===== config.mk =====
export PLATFORM = sky130hd
export DESIGN_NAME = string_literal_unescaper_unit
export DESIGN_NICKNAME = d
export VERILOG_FILES = /design/src/rtl/slu_pkg.sv /design/src/rtl/slu_front.sv /design/src/rtl/slu_queue.sv /design/src/rtl/slu_back.sv /design/src/rtl/string_literal_unescaper_unit.sv
export SDC_FILE = /design/constraint.sdc
export NUM_CORES = 1
export LEC_CHECK = 0
export ABC_AREA = 1
export BUFFER_PORTS_ARGS = -buffer_cell sky130_fd_sc_hd__buf_4
export CORE_MARGIN = 2
export CORE_UTILIZATION = 35
export CTS_CLUSTER_DIAMETER = 100
export DETAILED_ROUTE_END_ITERATION = 8
export GPL_TIMING_DRIVEN = 0
export PLACE_DENSITY = 0.59
export SLEW_MARGIN = 15
export SYNTH_ARGS = -nofsm -noshare
export SYNTH_HDL_FRONTEND = slang
export SYNTH_SLANG_ARGS = --single-unit

===== constraint.sdc =====
create_clock -name clk -period 3.8 [get_ports clk]
set_input_delay 0 -clock clk [delete_from_list [all_inputs] [get_ports clk]]
set_output_delay 0 -clock clk [all_outputs]
set_load 0.01 [all_outputs]

===== src/rtl/slu_pkg.sv =====
// Package: shared types and constants of the string literal unescaper.
`timescale 1ns / 1ps
`default_nettype none

package slu_pkg;

  localparam int SLU_QUEUE_DEPTH = 4;
  localparam int SLU_MAX_RES     = 3;

  // literal kinds
  localparam logic [1:0] KIND_NORMAL = 2'd0;
  localparam logic [1:0] KIND_RAW    = 2'd1;
  localparam logic [1:0] KIND_BYTES  = 2'd2;

  // error codes
  localparam logic [1:0] ERR_NONE    = 2'd0;
  localparam logic [1:0] ERR_EOL     = 2'd1;
  localparam logic [1:0] ERR_ESCAPE  = 2'd2;
  localparam logic [1:0] ERR_HEX     = 2'd3;

  // one result item
  typedef struct packed {
    logic [7:0] data;
    logic       byte_valid;
    logic       done_res;
    logic       give_back;
    logic [1:0] error_code;
  } res_t;

  // all results caused by one input byte (cnt is 1..3 in the queue)
  typedef struct packed {
    res_t [SLU_MAX_RES-1:0] ent;
    logic [1:0]             cnt;
  } pkt_t;

endpackage

`default_nettype wire


===== src/rtl/slu_front.sv =====
// Front end: accepts source bytes, runs the decode state machine, builds result packets.
`timescale 1ns / 1ps
`default_nettype none

module slu_front (
  input  wire logic         clk,
  input  wire logic         rst_n,
  input  wire logic         in_valid,
  input  wire logic [7:0]   in_byte,
  input  wire logic         in_begin_req,
  input  wire logic [1:0]   in_kind,
  input  wire logic         q_full,
  output logic              q_push,
  output slu_pkg::pkt_t     q_data
);
  import slu_pkg::*;

  typedef enum logic [2:0] {
    PH_IDLE  = 3'd0,
    PH_OPEN1 = 3'd1,
    PH_OPEN2 = 3'd2,
    PH_BODY  = 3'd3,
    PH_ESC   = 3'd4,
    PH_HEX1  = 3'd5,
    PH_HEX2  = 3'd6
  } phase_t;

  typedef struct packed {
    logic   emit;
    res_t   res;
    phase_t ph;
    logic   pend_set;
  } body_t;

  localparam logic [7:0] CH_NUL    = 8'h00;
  localparam logic [7:0] CH_LF     = 8'h0A;
  localparam logic [7:0] CH_BSLASH = 8'h5C;
  localparam logic [7:0] CH_X      = 8'h78;

  phase_t     phase_r, phase_nxt;
  logic [7:0] quote_r, quote_nxt;
  logic       triple_r, triple_nxt;
  logic [1:0] kind_r, kind_nxt;
  logic [1:0] pend_r, pend_nxt;
  logic [3:0] hexhi_r, hexhi_nxt;

  logic       accept;
  logic       run_body;
  logic [1:0] pre_cnt;
  body_t      bd;
  pkt_t       pkt;
  logic [4:0] hv;
  logic [8:0] em;
  logic [7:0] code;

  function automatic res_t mk_byte(input logic [7:0] b);
    res_t r;
    r            = '0;
    r.data       = b;
    r.byte_valid = 1'b1;
    return r;
  endfunction

  function automatic res_t mk_flag(input logic done, input logic gb, input logic [1:0] err);
    res_t r;
    r            = '0;
    r.done_res   = done;
    r.give_back  = gb;
    r.error_code = err;
    return r;
  endfunction

  // {valid, value}
  function automatic logic [4:0] hex_val(input logic [7:0] c);
    logic [4:0] v;
    v = '0;
    if (c >= 8'h30 && c <= 8'h39)      v = {1'b1, c[3:0]};
    else if (c >= 8'h61 && c <= 8'h66) v = {1'b1, 4'(c[3:0] + 4'd9)};
    else if (c >= 8'h41 && c <= 8'h46) v = {1'b1, 4'(c[3:0] + 4'd9)};
    return v;
  endfunction

  // {valid, mapped byte}
  function automatic logic [8:0] esc_map(input logic [7:0] c);
    logic [8:0] m;
    m = '0;
    unique case (c)
      8'h22:   m = {1'b1, 8'h22};
      8'h27:   m = {1'b1, 8'h27};
      8'h5C:   m = {1'b1, 8'h5C};
      8'h6E:   m = {1'b1, 8'h0A};
      8'h72:   m = {1'b1, 8'h0D};
      8'h74:   m = {1'b1, 8'h09};
      8'h61:   m = {1'b1, 8'h07};
      8'h62:   m = {1'b1, 8'h08};
      8'h66:   m = {1'b1, 8'h0C};
      8'h76:   m = {1'b1, 8'h0B};
      8'h30:   m = {1'b1, 8'h00};
      default: m = '0;
    endcase
    return m;
  endfunction

  // plain body byte: closing quote, end of line/source, escape start or data
  function automatic body_t body_fn(input logic [7:0] c, input logic [7:0] q,
                                    input logic trip, input logic [1:0] knd);
    body_t b;
    b    = '0;
    b.ph = PH_BODY;
    if (c == q) begin
      if (trip) begin
        b.pend_set = 1'b1;
      end else begin
        b.ph   = PH_IDLE;
        b.emit = 1'b1;
        b.res  = mk_flag(1'b1, 1'b0, ERR_NONE);
      end
    end else if (c == CH_NUL || (c == CH_LF && !trip)) begin
      b.ph   = PH_IDLE;
      b.emit = 1'b1;
      b.res  = mk_flag(1'b0, 1'b0, ERR_EOL);
    end else if (c == CH_BSLASH && knd != KIND_RAW) begin
      b.ph = PH_ESC;
    end else begin
      b.emit = 1'b1;
      b.res  = mk_byte(c);
    end
    return b;
  endfunction

  assign accept = in_valid && !q_full;
  assign bd     = body_fn(in_byte, quote_r, triple_r, kind_r);
  assign hv     = hex_val(in_byte);
  assign em     = esc_map(in_byte);
  assign code   = {hexhi_r, hv[3:0]};

  always_comb begin
    phase_nxt  = phase_r;
    quote_nxt  = quote_r;
    triple_nxt = triple_r;
    kind_nxt   = kind_r;
    pend_nxt   = pend_r;
    hexhi_nxt  = hexhi_r;
    pkt        = '0;
    pre_cnt    = 2'd0;
    run_body   = 1'b0;

    if (in_begin_req) begin
      quote_nxt  = in_byte;
      kind_nxt   = in_kind;
      triple_nxt = 1'b0;
      pend_nxt   = 2'd0;
      hexhi_nxt  = 4'd0;
      phase_nxt  = PH_OPEN1;
    end else begin
      unique case (phase_r)
        PH_IDLE: begin
        end
        PH_OPEN1: begin
          if (in_byte == quote_r) phase_nxt = PH_OPEN2;
          else                    run_body  = 1'b1;
        end
        PH_OPEN2: begin
          if (in_byte == quote_r) begin
            triple_nxt = 1'b1;
            phase_nxt  = PH_BODY;
          end else begin
            // empty literal; this byte belongs to what follows
            phase_nxt  = PH_IDLE;
            pkt.ent[0] = mk_flag(1'b1, 1'b1, ERR_NONE);
            pkt.cnt    = 2'd1;
          end
        end
        PH_BODY: begin
          if (pend_r == 2'd1) begin
            if (in_byte == quote_r) begin
              pend_nxt = 2'd2;
            end else begin
              pend_nxt   = 2'd0;
              pkt.ent[0] = mk_byte(quote_r);
              pre_cnt    = 2'd1;
              run_body   = 1'b1;
            end
          end else if (pend_r >= 2'd2) begin
            pend_nxt = 2'd0;
            if (in_byte == quote_r) begin
              phase_nxt  = PH_IDLE;
              pkt.ent[0] = mk_flag(1'b1, 1'b0, ERR_NONE);
              pkt.cnt    = 2'd1;
            end else begin
              pkt.ent[0] = mk_byte(quote_r);
              pkt.ent[1] = mk_byte(quote_r);
              pre_cnt    = 2'd2;
              run_body   = 1'b1;
            end
          end else begin
            run_body = 1'b1;
          end
        end
        PH_ESC: begin
          if (in_byte == CH_X) begin
            phase_nxt = PH_HEX1;
          end else if (!em[8]) begin
            phase_nxt  = PH_IDLE;
            pkt.ent[0] = mk_flag(1'b0, 1'b0, ERR_ESCAPE);
            pkt.cnt    = 2'd1;
          end else begin
            phase_nxt  = PH_BODY;
            pkt.ent[0] = mk_byte(em[7:0]);
            pkt.cnt    = 2'd1;
          end
        end
        PH_HEX1: begin
          if (!hv[4]) begin
            phase_nxt  = PH_IDLE;
            pkt.ent[0] = mk_flag(1'b0, 1'b0, ERR_HEX);
            pkt.cnt    = 2'd1;
          end else begin
            hexhi_nxt = hv[3:0];
            phase_nxt = PH_HEX2;
          end
        end
        PH_HEX2: begin
          if (!hv[4]) begin
            phase_nxt  = PH_IDLE;
            pkt.ent[0] = mk_flag(1'b0, 1'b0, ERR_HEX);
            pkt.cnt    = 2'd1;
          end else begin
            phase_nxt = PH_BODY;
            if (kind_r == KIND_BYTES || !code[7]) begin
              pkt.ent[0] = mk_byte(code);
              pkt.cnt    = 2'd1;
            end else begin
              // UTF-8 two-byte form
              pkt.ent[0] = mk_byte(8'hC0 | {6'd0, code[7:6]});
              pkt.ent[1] = mk_byte(8'h80 | {2'd0, code[5:0]});
              pkt.cnt    = 2'd2;
            end
          end
        end
        default: phase_nxt = PH_IDLE;
      endcase

      if (run_body) begin
        phase_nxt = bd.ph;
        if (bd.pend_set) pend_nxt = 2'd1;
        if (bd.emit) pkt.ent[pre_cnt] = bd.res;
        pkt.cnt = 2'(pre_cnt + {1'b0, bd.emit});
      end
    end
  end

  assign q_push = accept && (pkt.cnt != 2'd0);
  assign q_data = pkt;

  always_ff @(posedge clk) begin
    if (!rst_n) begin
      phase_r  <= PH_IDLE;
      quote_r  <= '0;
      triple_r <= 1'b0;
      kind_r   <= '0;
      pend_r   <= '0;
      hexhi_r  <= '0;
    end else if (accept) begin
      phase_r  <= phase_nxt;
      quote_r  <= quote_nxt;
      triple_r <= triple_nxt;
      kind_r   <= kind_nxt;
      pend_r   <= pend_nxt;
      hexhi_r  <= hexhi_nxt;
    end
  end

endmodule

`default_nettype wire


===== src/rtl/slu_queue.sv =====
// Packet queue between front and back end.
`timescale 1ns / 1ps
`default_nettype none

module slu_queue #(
  parameter int DEPTH = slu_pkg::SLU_QUEUE_DEPTH
) (
  input  wire logic           clk,
  input  wire logic           rst_n,
  input  wire logic           push,
  input  wire slu_pkg::pkt_t  push_data,
  output logic                full,
  input  wire logic           pop,
  output slu_pkg::pkt_t       head,
  output logic                empty
);
  import slu_pkg::*;

  localparam int PTR_W = (DEPTH > 1) ? $clog2(DEPTH) : 1;
  localparam int CNT_W = $clog2(DEPTH + 1);

  pkt_t             mem_r [DEPTH];
  logic [PTR_W-1:0] wr_ptr_r, rd_ptr_r;
  logic [CNT_W-1:0] count_r;

  function automatic logic [PTR_W-1:0] ptr_inc(input logic [PTR_W-1:0] p);
    return (p == PTR_W'(DEPTH - 1)) ? '0 : PTR_W'(p + 1'b1);
  endfunction

  assign full  = (count_r == CNT_W'(DEPTH));
  assign empty = (count_r == '0);
  assign head  = mem_r[rd_ptr_r];

  always_ff @(posedge clk) begin
    if (push) mem_r[wr_ptr_r] <= push_data;
  end

  always_ff @(posedge clk) begin
    if (!rst_n) begin
      wr_ptr_r <= '0;
      rd_ptr_r <= '0;
      count_r  <= '0;
    end else begin
      if (push) wr_ptr_r <= ptr_inc(wr_ptr_r);
      if (pop)  rd_ptr_r <= ptr_inc(rd_ptr_r);
      if (push && !pop)      count_r <= CNT_W'(count_r + 1'b1);
      else if (pop && !push) count_r <= CNT_W'(count_r - 1'b1);
    end
  end

endmodule

`default_nettype wire


===== src/rtl/slu_back.sv =====
// Back end: walks each packet and drives one result per cycle, while out_stall is low, through an output register.
`timescale 1ns / 1ps
`default_nettype none

module slu_back (
  input  wire logic           clk,
  input  wire logic           rst_n,
  input  wire slu_pkg::pkt_t  head,
  input  wire logic           empty,
  output logic                pop,
  output logic                out_valid,
  input  wire logic           out_stall,
  output logic [7:0]          out_byte,
  output logic                out_byte_valid,
  output logic                out_done_res,
  output logic                out_give_back,
  output logic [1:0]          out_error_code,
  output logic                out_last
);
  import slu_pkg::*;

  logic [1:0] idx_r;
  logic       valid_r;
  res_t       res_r;
  logic       last_r;
  logic       load;
  logic       at_last;
  res_t       sel;

  assign load    = !empty && (!valid_r || !out_stall);
  assign sel     = head.ent[idx_r];
  assign at_last = (idx_r == 2'(head.cnt - 2'd1));
  assign pop     = load && at_last;

  always_ff @(posedge clk) begin
    if (!rst_n) begin
      idx_r   <= '0;
      valid_r <= 1'b0;
    end else begin
      if (load) begin
        idx_r   <= at_last ? 2'd0 : 2'(idx_r + 2'd1);
        valid_r <= 1'b1;
      end else if (!out_stall) begin
        valid_r <= 1'b0;
      end
    end
  end

  always_ff @(posedge clk) begin
    if (load) begin
      res_r  <= sel;
      last_r <= at_last;
    end
  end

  assign out_valid      = valid_r;
  assign out_byte       = res_r.data;
  assign out_byte_valid = res_r.byte_valid;
  assign out_done_res   = res_r.done_res;
  assign out_give_back  = res_r.give_back;
  assign out_error_code = res_r.error_code;
  assign out_last       = last_r;

endmodule

`default_nettype wire


===== src/rtl/string_literal_unescaper_unit.sv =====
// Top level: string literal escape decoder (front end, packet queue, back end).
//
//  channel | ports                                   | direction | transfer when
//  --------+-----------------------------------------+-----------+-------------------------
//  input   | in_byte, in_begin_req, in_kind          | in        | in_valid && !in_stall
//  result  | out_byte, out_byte_valid, out_done_res, | out       | out_valid && !out_stall
//          | out_give_back, out_error_code, out_last |           |
//
// One source byte is taken per cycle while the packet queue has room.
// A byte yields 0 to 3 results; the back end's output register sends one result per
// cycle while out_stall is low.
// With an empty queue a result passes through the queue and then the back end's output
// register before out_valid rises.
// Reset (rst_n low at a clock edge) returns the decoder to idle and empties the queue.
// in_stall rises only when the queue holds QUEUE_DEPTH packets; out_stall holds the
// output register and the queue then fills behind it.
`timescale 1ns / 1ps
`default_nettype none

module string_literal_unescaper_unit #(
  parameter int QUEUE_DEPTH = slu_pkg::SLU_QUEUE_DEPTH
) (
  input  wire logic       clk,
  input  wire logic       rst_n,
  input  wire logic       in_valid,
  output logic            in_stall,
  input  wire logic [7:0] in_byte,
  input  wire logic       in_begin_req,
  input  wire logic [1:0] in_kind,
  output logic            out_valid,
  input  wire logic       out_stall,
  output logic [7:0]      out_byte,
  output logic            out_byte_valid,
  output logic            out_done_res,
  output logic            out_give_back,
  output logic [1:0]      out_error_code,
  output logic            out_last
);
  import slu_pkg::*;

  // front end -> queue
  logic q_push;
  logic q_full;
  pkt_t q_wdata;
  // queue -> back end
  logic q_pop;
  logic q_empty;
  pkt_t q_head;

  assign in_stall = q_full;

  // Decode state machine; one packet per byte that produces results.
  slu_front u_front (
    .clk          (clk),
    .rst_n        (rst_n),
    .in_valid     (in_valid),
    .in_byte      (in_byte),
    .in_begin_req (in_begin_req),
    .in_kind      (in_kind),
    .q_full       (q_full),
    .q_push       (q_push),
    .q_data       (q_wdata)
  );

  // Decouples the byte-rate front from the result-rate back end.
  slu_queue #(
    .DEPTH (QUEUE_DEPTH)
  ) u_queue (
    .clk       (clk),
    .rst_n     (rst_n),
    .push      (q_push),
    .push_data (q_wdata),
    .full      (q_full),
    .pop       (q_pop),
    .head      (q_head),
    .empty     (q_empty)
  );

  // Serializes each packet; marks the last result of each byte.
  slu_back u_back (
    .clk            (clk),
    .rst_n          (rst_n),
    .head           (q_head),
    .empty          (q_empty),
    .pop            (q_pop),
    .out_valid      (out_valid),
    .out_stall      (out_stall),
    .out_byte       (out_byte),
    .out_byte_valid (out_byte_valid),
    .out_done_res   (out_done_res),
    .out_give_back  (out_give_back),
    .out_error_code (out_error_code),
    .out_last       (out_last)
  );

endmodule

`default_nettype wire


-- Yosys cells after proc, flatten, opt, wreduce, memory -nomap -nowiden
Memories as Yosys holds them, arrays and structs flattened. A register that Yosys moved wholly into a read port is not among the register bits.
Index checks and enable logic that the tools add are counted.
- register bits after elaboration: 44
- bits in writable memories: 164
- bits of input ports: 15
- output and inout bits: 16
- word-level logic and storage cells: 190
- memories kept: 1
- add/sub/neg operators: 8
- order comparisons: 10
- equal/unequal tests: 33
- muxes and demuxes: 85
- reduce and logical (&&, ||, !) cells: 36
- memory list (memory ; words ; width ; rd ports ; clocked after Yosys merged registers in ; wr ports ; line ; text):
    u_queue.mem_r ; 4 ; 41 ; 1 ; 1 ; 1 ; slu_queue.sv:22 ; pkt_t mem_r [DEPTH];
- operators by type and width (cell ; count):
    two-way mux 13 bit ; 9
    one-hot mux 9 bit (11 select lines) ; 1
    two-way mux 41 bit ; 2
    two-way mux 15 bit ; 5
    one-hot mux 15 bit (5 select lines) ; 1
    == test 8 x 7 -> 1 bit (second input constant) ; 9
    two-way mux 17 bit ; 3
    two-way mux 2 bit ; 21
    bitwise mux 39 bit ; 1
    two-way mux 39 bit ; 1
    two-way mux 3 bit ; 11
    two-way mux 28 bit ; 1
    binary-select mux 13 bit (select 2 bit) ; 1
    demux 13 bit (select 2 bit) ; 1
    one-hot mux 13 bit (2 select lines) ; 1
    == test 8 x 6 -> 1 bit (second input constant) ; 3
    one-hot mux 3 bit (7 select lines) ; 1
    >= comparator 8 x 7 -> 1 bit (second input constant) ; 2
    less-or-equal comparator 8 x 7 -> 1 bit (second input constant) ; 2
    two-way mux 4 bit ; 4
    two-way mux 1 bit ; 15
    two-way mux 5 bit ; 3
    two-way mux 14 bit ; 1
    == test 3 bit (second input constant) ; 4
    other kinds (33) ; 69

-- Longest topological paths before layout
- depth after elaboration: 20
- mapped depth: 26
- mapped depth without buffers: 26

-- Modules after synthesis
Synthesis repeated with hierarchy kept, for this count alone.
- cell total of the unflattened synthesis: 1012
- area, all modules: 10139.7 sq um
- modules (own cells, without submodules) (module ; times used ; cells each ; area each (sq um)):
    slu_queue ; 1 ; 455 ; 6526.3
    slu_front ; 1 ; 452 ; 2681.3
    slu_back ; 1 ; 105 ; 932.1

-- Worst setup path after synthesis
Ideal clock, no wire load.
- path kind: input to register
- start: input port in_byte[0]
- end: memory u_queue.mem_r[0][0] (netlist name) (enable)
- arrival: 3471 ps
- slack: -102 ps
- stages: 16
- path buffers: 0
- cell sequence: inv_2 > ha_1 > inv_1 > nor2_1 > nand3_2 > o21bai_1 > or2_4 > nand2_2 > inv_1 > ha_1 > inv_1 > a21oi_1 > nand2_1 > nand2_2 > nand2_2 > nor2_1
- longest elaborated chain between the ends: 14
- RTL lines (element ; line ; text):
    start: declaration ; string_literal_unescaper_unit.sv:27 ; input wire logic [7:0] in_byte,
    >= comparator 8 x 7 -> 1 bit / less-or-equal comparator 8 x 7 -> 1 bit (equally long branches) ; slu_front.sv:79 ; else if (c >= 8'h41 && c <= 8'h46) v = {1'b1, 4'(c[3:0] + 4'd9)};
    logical AND 1 bit ; slu_front.sv:79 ;
    two-way mux 5 bit ; slu_front.sv:79 ;
    two-way mux 5 bit ; slu_front.sv:78 ; else if (c >= 8'h61 && c <= 8'h66) v = {1'b1, 4'(c[3:0] + 4'd9)};
    two-way mux 5 bit ; slu_front.sv:77 ; if (c >= 8'h30 && c <= 8'h39) v = {1'b1, c[3:0]};
    two-way mux 15 bit / two-way mux 4 bit (equally long branches) ; slu_front.sv:224, slu_front.sv:214 ;
    one-hot mux 15 bit (5 select lines) ; slu_front.sv:156 ; unique case (phase_r)
    two-way mux 15 bit ; slu_front.sv:148 ; if (in_begin_req) begin
    two-way mux 41 bit * ; slu_front.sv:244 ; if (run_body) begin
    two-way mux 41 bit * ; slu_front.sv:148 ;
    nonzero test 2 bit * ; slu_front.sv:253 ; assign q_push = accept && (pkt.cnt != 2'd0);
    logical AND 1 bit * ; slu_front.sv:253 ;
    two-way mux 1 bit * ; slu_queue.sv:35 ; if (push) mem_r[wr_ptr_r] <= push_data;
    two-way mux 1 bit (not written as such) * ; slu_queue.sv:35 ;
    end: declaration ; slu_queue.sv:22 ;
Mark *: on every way between the ends. The rest lies on a longest branch, timed or not. The select of a mux whose other input is x is not followed.

-- Worst setup path in the final report
- start: register u_front.quote_r[6]
- end: register u_queue.count_r[2]
- longest elaborated chain between the ends: 14
- RTL lines (element ; line ; text):
    start: declaration ; slu_front.sv:41 ; logic [7:0] quote_r, quote_nxt;
    start signal: assignment ; slu_front.sv:266 ; quote_r <= quote_nxt;
    == test 8 bit * ; n/a ;
    two-way mux 2 bit ; slu_front.sv:186 ; if (in_byte == quote_r) begin
    two-way mux 2 bit ; slu_front.sv:184 ; end else if (pend_r >= 2'd2) begin
    two-way mux 2 bit ; slu_front.sv:175 ; if (pend_r == 2'd1) begin
    two-way mux 2 bit ; slu_front.sv:156 ;
    two-way mux 2 bit ; slu_front.sv:148 ;
    adder 2 x 1 -> 2 bit ; slu_front.sv:248 ; pkt.cnt = 2'(pre_cnt + {1'b0, bd.emit});
    two-way mux 41 bit * ; slu_front.sv:244 ;
    two-way mux 41 bit * ; slu_front.sv:148 ;
    nonzero test 2 bit * ; slu_front.sv:253 ;
    logical AND 1 bit * ; slu_front.sv:253 ;
    named net q_push ; string_literal_unescaper_unit.sv:42 ; logic q_push;
    zero test 1 bit ; slu_queue.sv:47 ; else if (pop && !push) count_r <= CNT_W'(count_r - 1'b1);
    logical AND 1 bit ; slu_queue.sv:47 ;
    nonzero test 2 bit (no source line) ; n/a ;
    end signal: assignment ; slu_queue.sv:46 ; if (push && !pop) count_r <= CNT_W'(count_r + 1'b1);
    end signal: assignment ; slu_queue.sv:47 ;
    end: declaration ; slu_queue.sv:24 ; logic [CNT_W-1:0] count_r;
Mark *: on every way through the listed nets, which the timed path passes. The rest lies on a longest branch. The select of a mux whose other input is x is not followed.
A chain may end at the register's enable or synchronous reset.

==> impl_metrics.tcl <==
set metrics [dict create \
    intPower_mw 3.98 \
    place_hpwl_um 18200 \
    avgViaCountPerCell 5.24 \
    slew_headroom 0.246 \
    antenna_cells 0 \
    async_flop_share 0 \
    endpoint_kind "register" \
    skew_ns 0.0203 \
    regArea_um2 5510 \
    dr_total_vias 7130 \
    max_freq_mhz 288 \
    worstSetupStartpointType "register" \
    placed_cell_area_um2 9960 \
    grt_pass1_wl_um 39300 \
    cts_tree "yes" \
    core-area_um2 25800 \
    slew_viol_final 0 \
    die_h_um 166 \
    cellPowerDensity_nw_per_um2 563 \
    numCtsBuffers 17 \
    ant_nets 0 \
    grt_util_met3 0.0358 \
    cts_buffer_depth 2 \
    crit_type "reg2reg" \
    clock_latency_ns 0.45 \
    post-route-util 0.418 \
    multi_input_area_um2 3240 \
    cp.arrival_ns 3.80 \
    outcome "finished clean" \
    postRouteWirelength_um 25600 \
    antenna_found_initial 0 \
    fp.dieW_um 166 \
    synth_edf_count 162 \
    layout_setup_ws_ns 0.324 \
    worst_pin_slew_ns 1.12 \
    initial_utilization 0.354 \
    layout_commonest_cell "edfxtp_1" \
    wl_per_cell_um 18.8 \
    synth_area_um2 9150 \
    gp_congestion 0.903 \
    worstPathRequired_ns 4.13 \
    use_met1 0.251 \
    cts_sinks 194 \
    p_comb_frac 0.255 \
    syn_area_per_cell_um2 9.78 \
    ys_warn_count 0 \
    fill_cells 2544 \
    yosysTopAreaCellShare 0.532 \
    yosysUniqueCellTypes 50 \
    synthCells 935 \
    syn_to_final_growth_pct 18.1 \
    grt_max_degree 24 \
    drc 0 \
    seqPwrFrac 0.439 \
    gr-total-overflow 0 \
    ff2ff_setup_slack_ns 0.32 \
    port_buffers 25 \
    cts-root-buf "clkbuf_16" \
    worstPathMaxFanout 8 \
    final_nets 1040 \
    synth_ff_type "edfxtp_1" \
    ir_worst_vdd_mv 0.283 \
    grtUsageTotal 0.186 \
    first_global_vias 6941 \
    synth_area_leader_cell "edfxtp_1" \
    die_area_um2 27400 \
    final-setup-viol-count 0 \
    finalCritPeriodShare 0.915 \
    design_area_um2 10800 \
    synth_area_leaders "edfxtp_1 (53%), dfxtp_1 (7.0%), nand2_1 (6.2%), nor2_1 (5.7%), o21ai_0 (5.3%)" \
    first_pass_iters 4 \
    pin_count 31 \
    hold_viol 0 \
    drt-initial-drc-count 764 \
    synth-seq-cells 194 \
    pre_cts_ws_ns -0.0310 \
    rsz0062_at_grt "no" \
    sw_frac_of_total 0.345 \
    num_rows 59 \
    hold_class "in2reg" \
    busiest_layer "met2" \
    leakage_nw 3.93 \
    p_sw_mw 2.10 \
    seq_area_frac_synth 0.602 \
    gr-usage-met2 0.301 \
    layout-drive-gt1-share 0.136 \
    clkPwrFrac 0.307 \
    fin_crit_ns 3.48 \
    maxCapViolations 0 \
    path_clk_slew_ns 0.08 \
    h-tree-depth 4 \
    layout_common_cells "edfxtp_1 (162), nand2_1 (150), nor2_1 (135)" \
]
==> logic make-up (layout without fill, tap and decap cells) <==
group                      after synthesis  in the layout  share of synthesized area
buffers and inverters                  119            203                     0.0524
AOI/OAI and AO/OA                      208            208                      0.127
adders and majority gates               12             12                     0.0172
DFF                                    194            194                      0.602
xor gates and xnor gates                 8              8                    0.00766
other                                    1              8                   0.000410
and+or+nand+nor                        393            393                      0.194
==> critical path, cell delays in order (launching register included) <==
cell and delay, ns:
dfxtp_1 0.43, inv_1 0.10, nand2_1 0.07, nand2_1 0.05, nand2_1 0.10, nor2_4 0.06
nand2_4 0.13, inv_4 0.07, or2_4 0.25, nand2_4 0.10, inv_1 0.05, ha_1 0.26
inv_1 0.03, a21oi_1 0.14, nand2_1 0.11, nand2_2 0.13, nand2_4 0.11, inv_1 0.09
ha_1 0.15, inv_1 0.07, fa_1 0.37, a21oi_1 0.14, o21ai_0 0.11, o21ai_0 0.16
a21oi_1 0.05
==> per-layer routing <==
layer,share of wire,wire length (um)
met1,0.44,11400
met2,0.47,12100
met3,0.057,1460
met4,0.024,610
met5,0,0
==> worst paths after layout <==
kind,startpoint,endpoint,depth (start not counted)
worst max register to register,u_front.quote_r[6],u_queue.count_r[2],24
worst min register to register,u_front.hexhi_r[3],u_front.hexhi_r[3],2
worst max-delay path,u_front.quote_r[6],u_queue.count_r[2],24
worst min-delay path,in_byte[2],u_front.quote_r[2],3
==> synthesized netlist by cell type (2+ instances only) <==
cell	number
xor2_1	5
o211ai_1	3
edfxtp_1	162
nand3_2	5
a31oi_1	7
inv_2	13
nand3_1	49
buf_2	4
inv_1	66
nor2_2	10
clkinv_1	2
a221oi_1	2
buf_6	2
nor3_1	5
o22ai_1	44
o21ai_1	7
nand2_4	4
nor2_4	5
o21ai_0	97
dfxtp_1	32
nand3_4	2
xnor2_1	3
inv_4	2
nand2_1	151
a21oi_1	36
a22oi_1	2
ha_1	11
nor2_1	139
buf_4	2
nand2_2	9
nor3_2	2
nand4_1	8
clkbuf_1	27
==> through the flow <==
step	setup TNS, ns	cells	power, mW	hold slack, ns
2_1_floorplan	-15.11	942	3.63	0.135
3_3_place_gp	-292.72	1302	4.20	0.223
3_5_place_dp	-0.0310	1308	4.24	0.231
4_1_cts	0	1356	6.11	0.0328
5_1_grt	0	1361	6.38	0.0633
6_report	0	1361	6.08	0.0683
==> final cells by class <==
| cell class | instances | share of cell area |
|---|---|---|
| Inverter | 83 | 0.0293 |
| Timing Repair Buffer | 52 | 0.0496 |
| Buffer | 36 | 0.0151 |
| Clock buffer | 17 | 0.0394 |
| Multi-Input combinational cell | 629 | 0.300 |
| Sequential cell | 194 | 0.510 |
| Clock inverter | 15 | 0.0184 |
| Tap cell | 335 | 0.0388 |
==> what timing repair did <==
action / 4_1_cts / 5_1_grt
endpoints found under the setup margin: 0 / 7
setup buffers: 0 / 5
hold buffers: 16 / 0
hold endpoints to repair: 16 / 0
gates resized for setup: 0 / 6
==> power groups by stage <==
stage	combinational, mW	sequential (mW)	clock [mW]
finish	1.55	2.67	1.87
global route	1.72	2.70	1.97
CTS	1.56	2.67	1.89
detailed placement	1.53	2.72	0
global placement	1.48	2.72	0
floorplan	0.887	2.75	0
==> registers in the layout, summed over array words and instances, names as in the netlist, 3 cells and up, named ones only <==
signal           count
u_queue.mem_r      148
u_back.out_byte      8
u_front.quote_r      8
u_front.hexhi_r      4
u_front.phase_r      3
u_queue.count_r      3
Note: power is estimated with default switching activity, not from simulation.
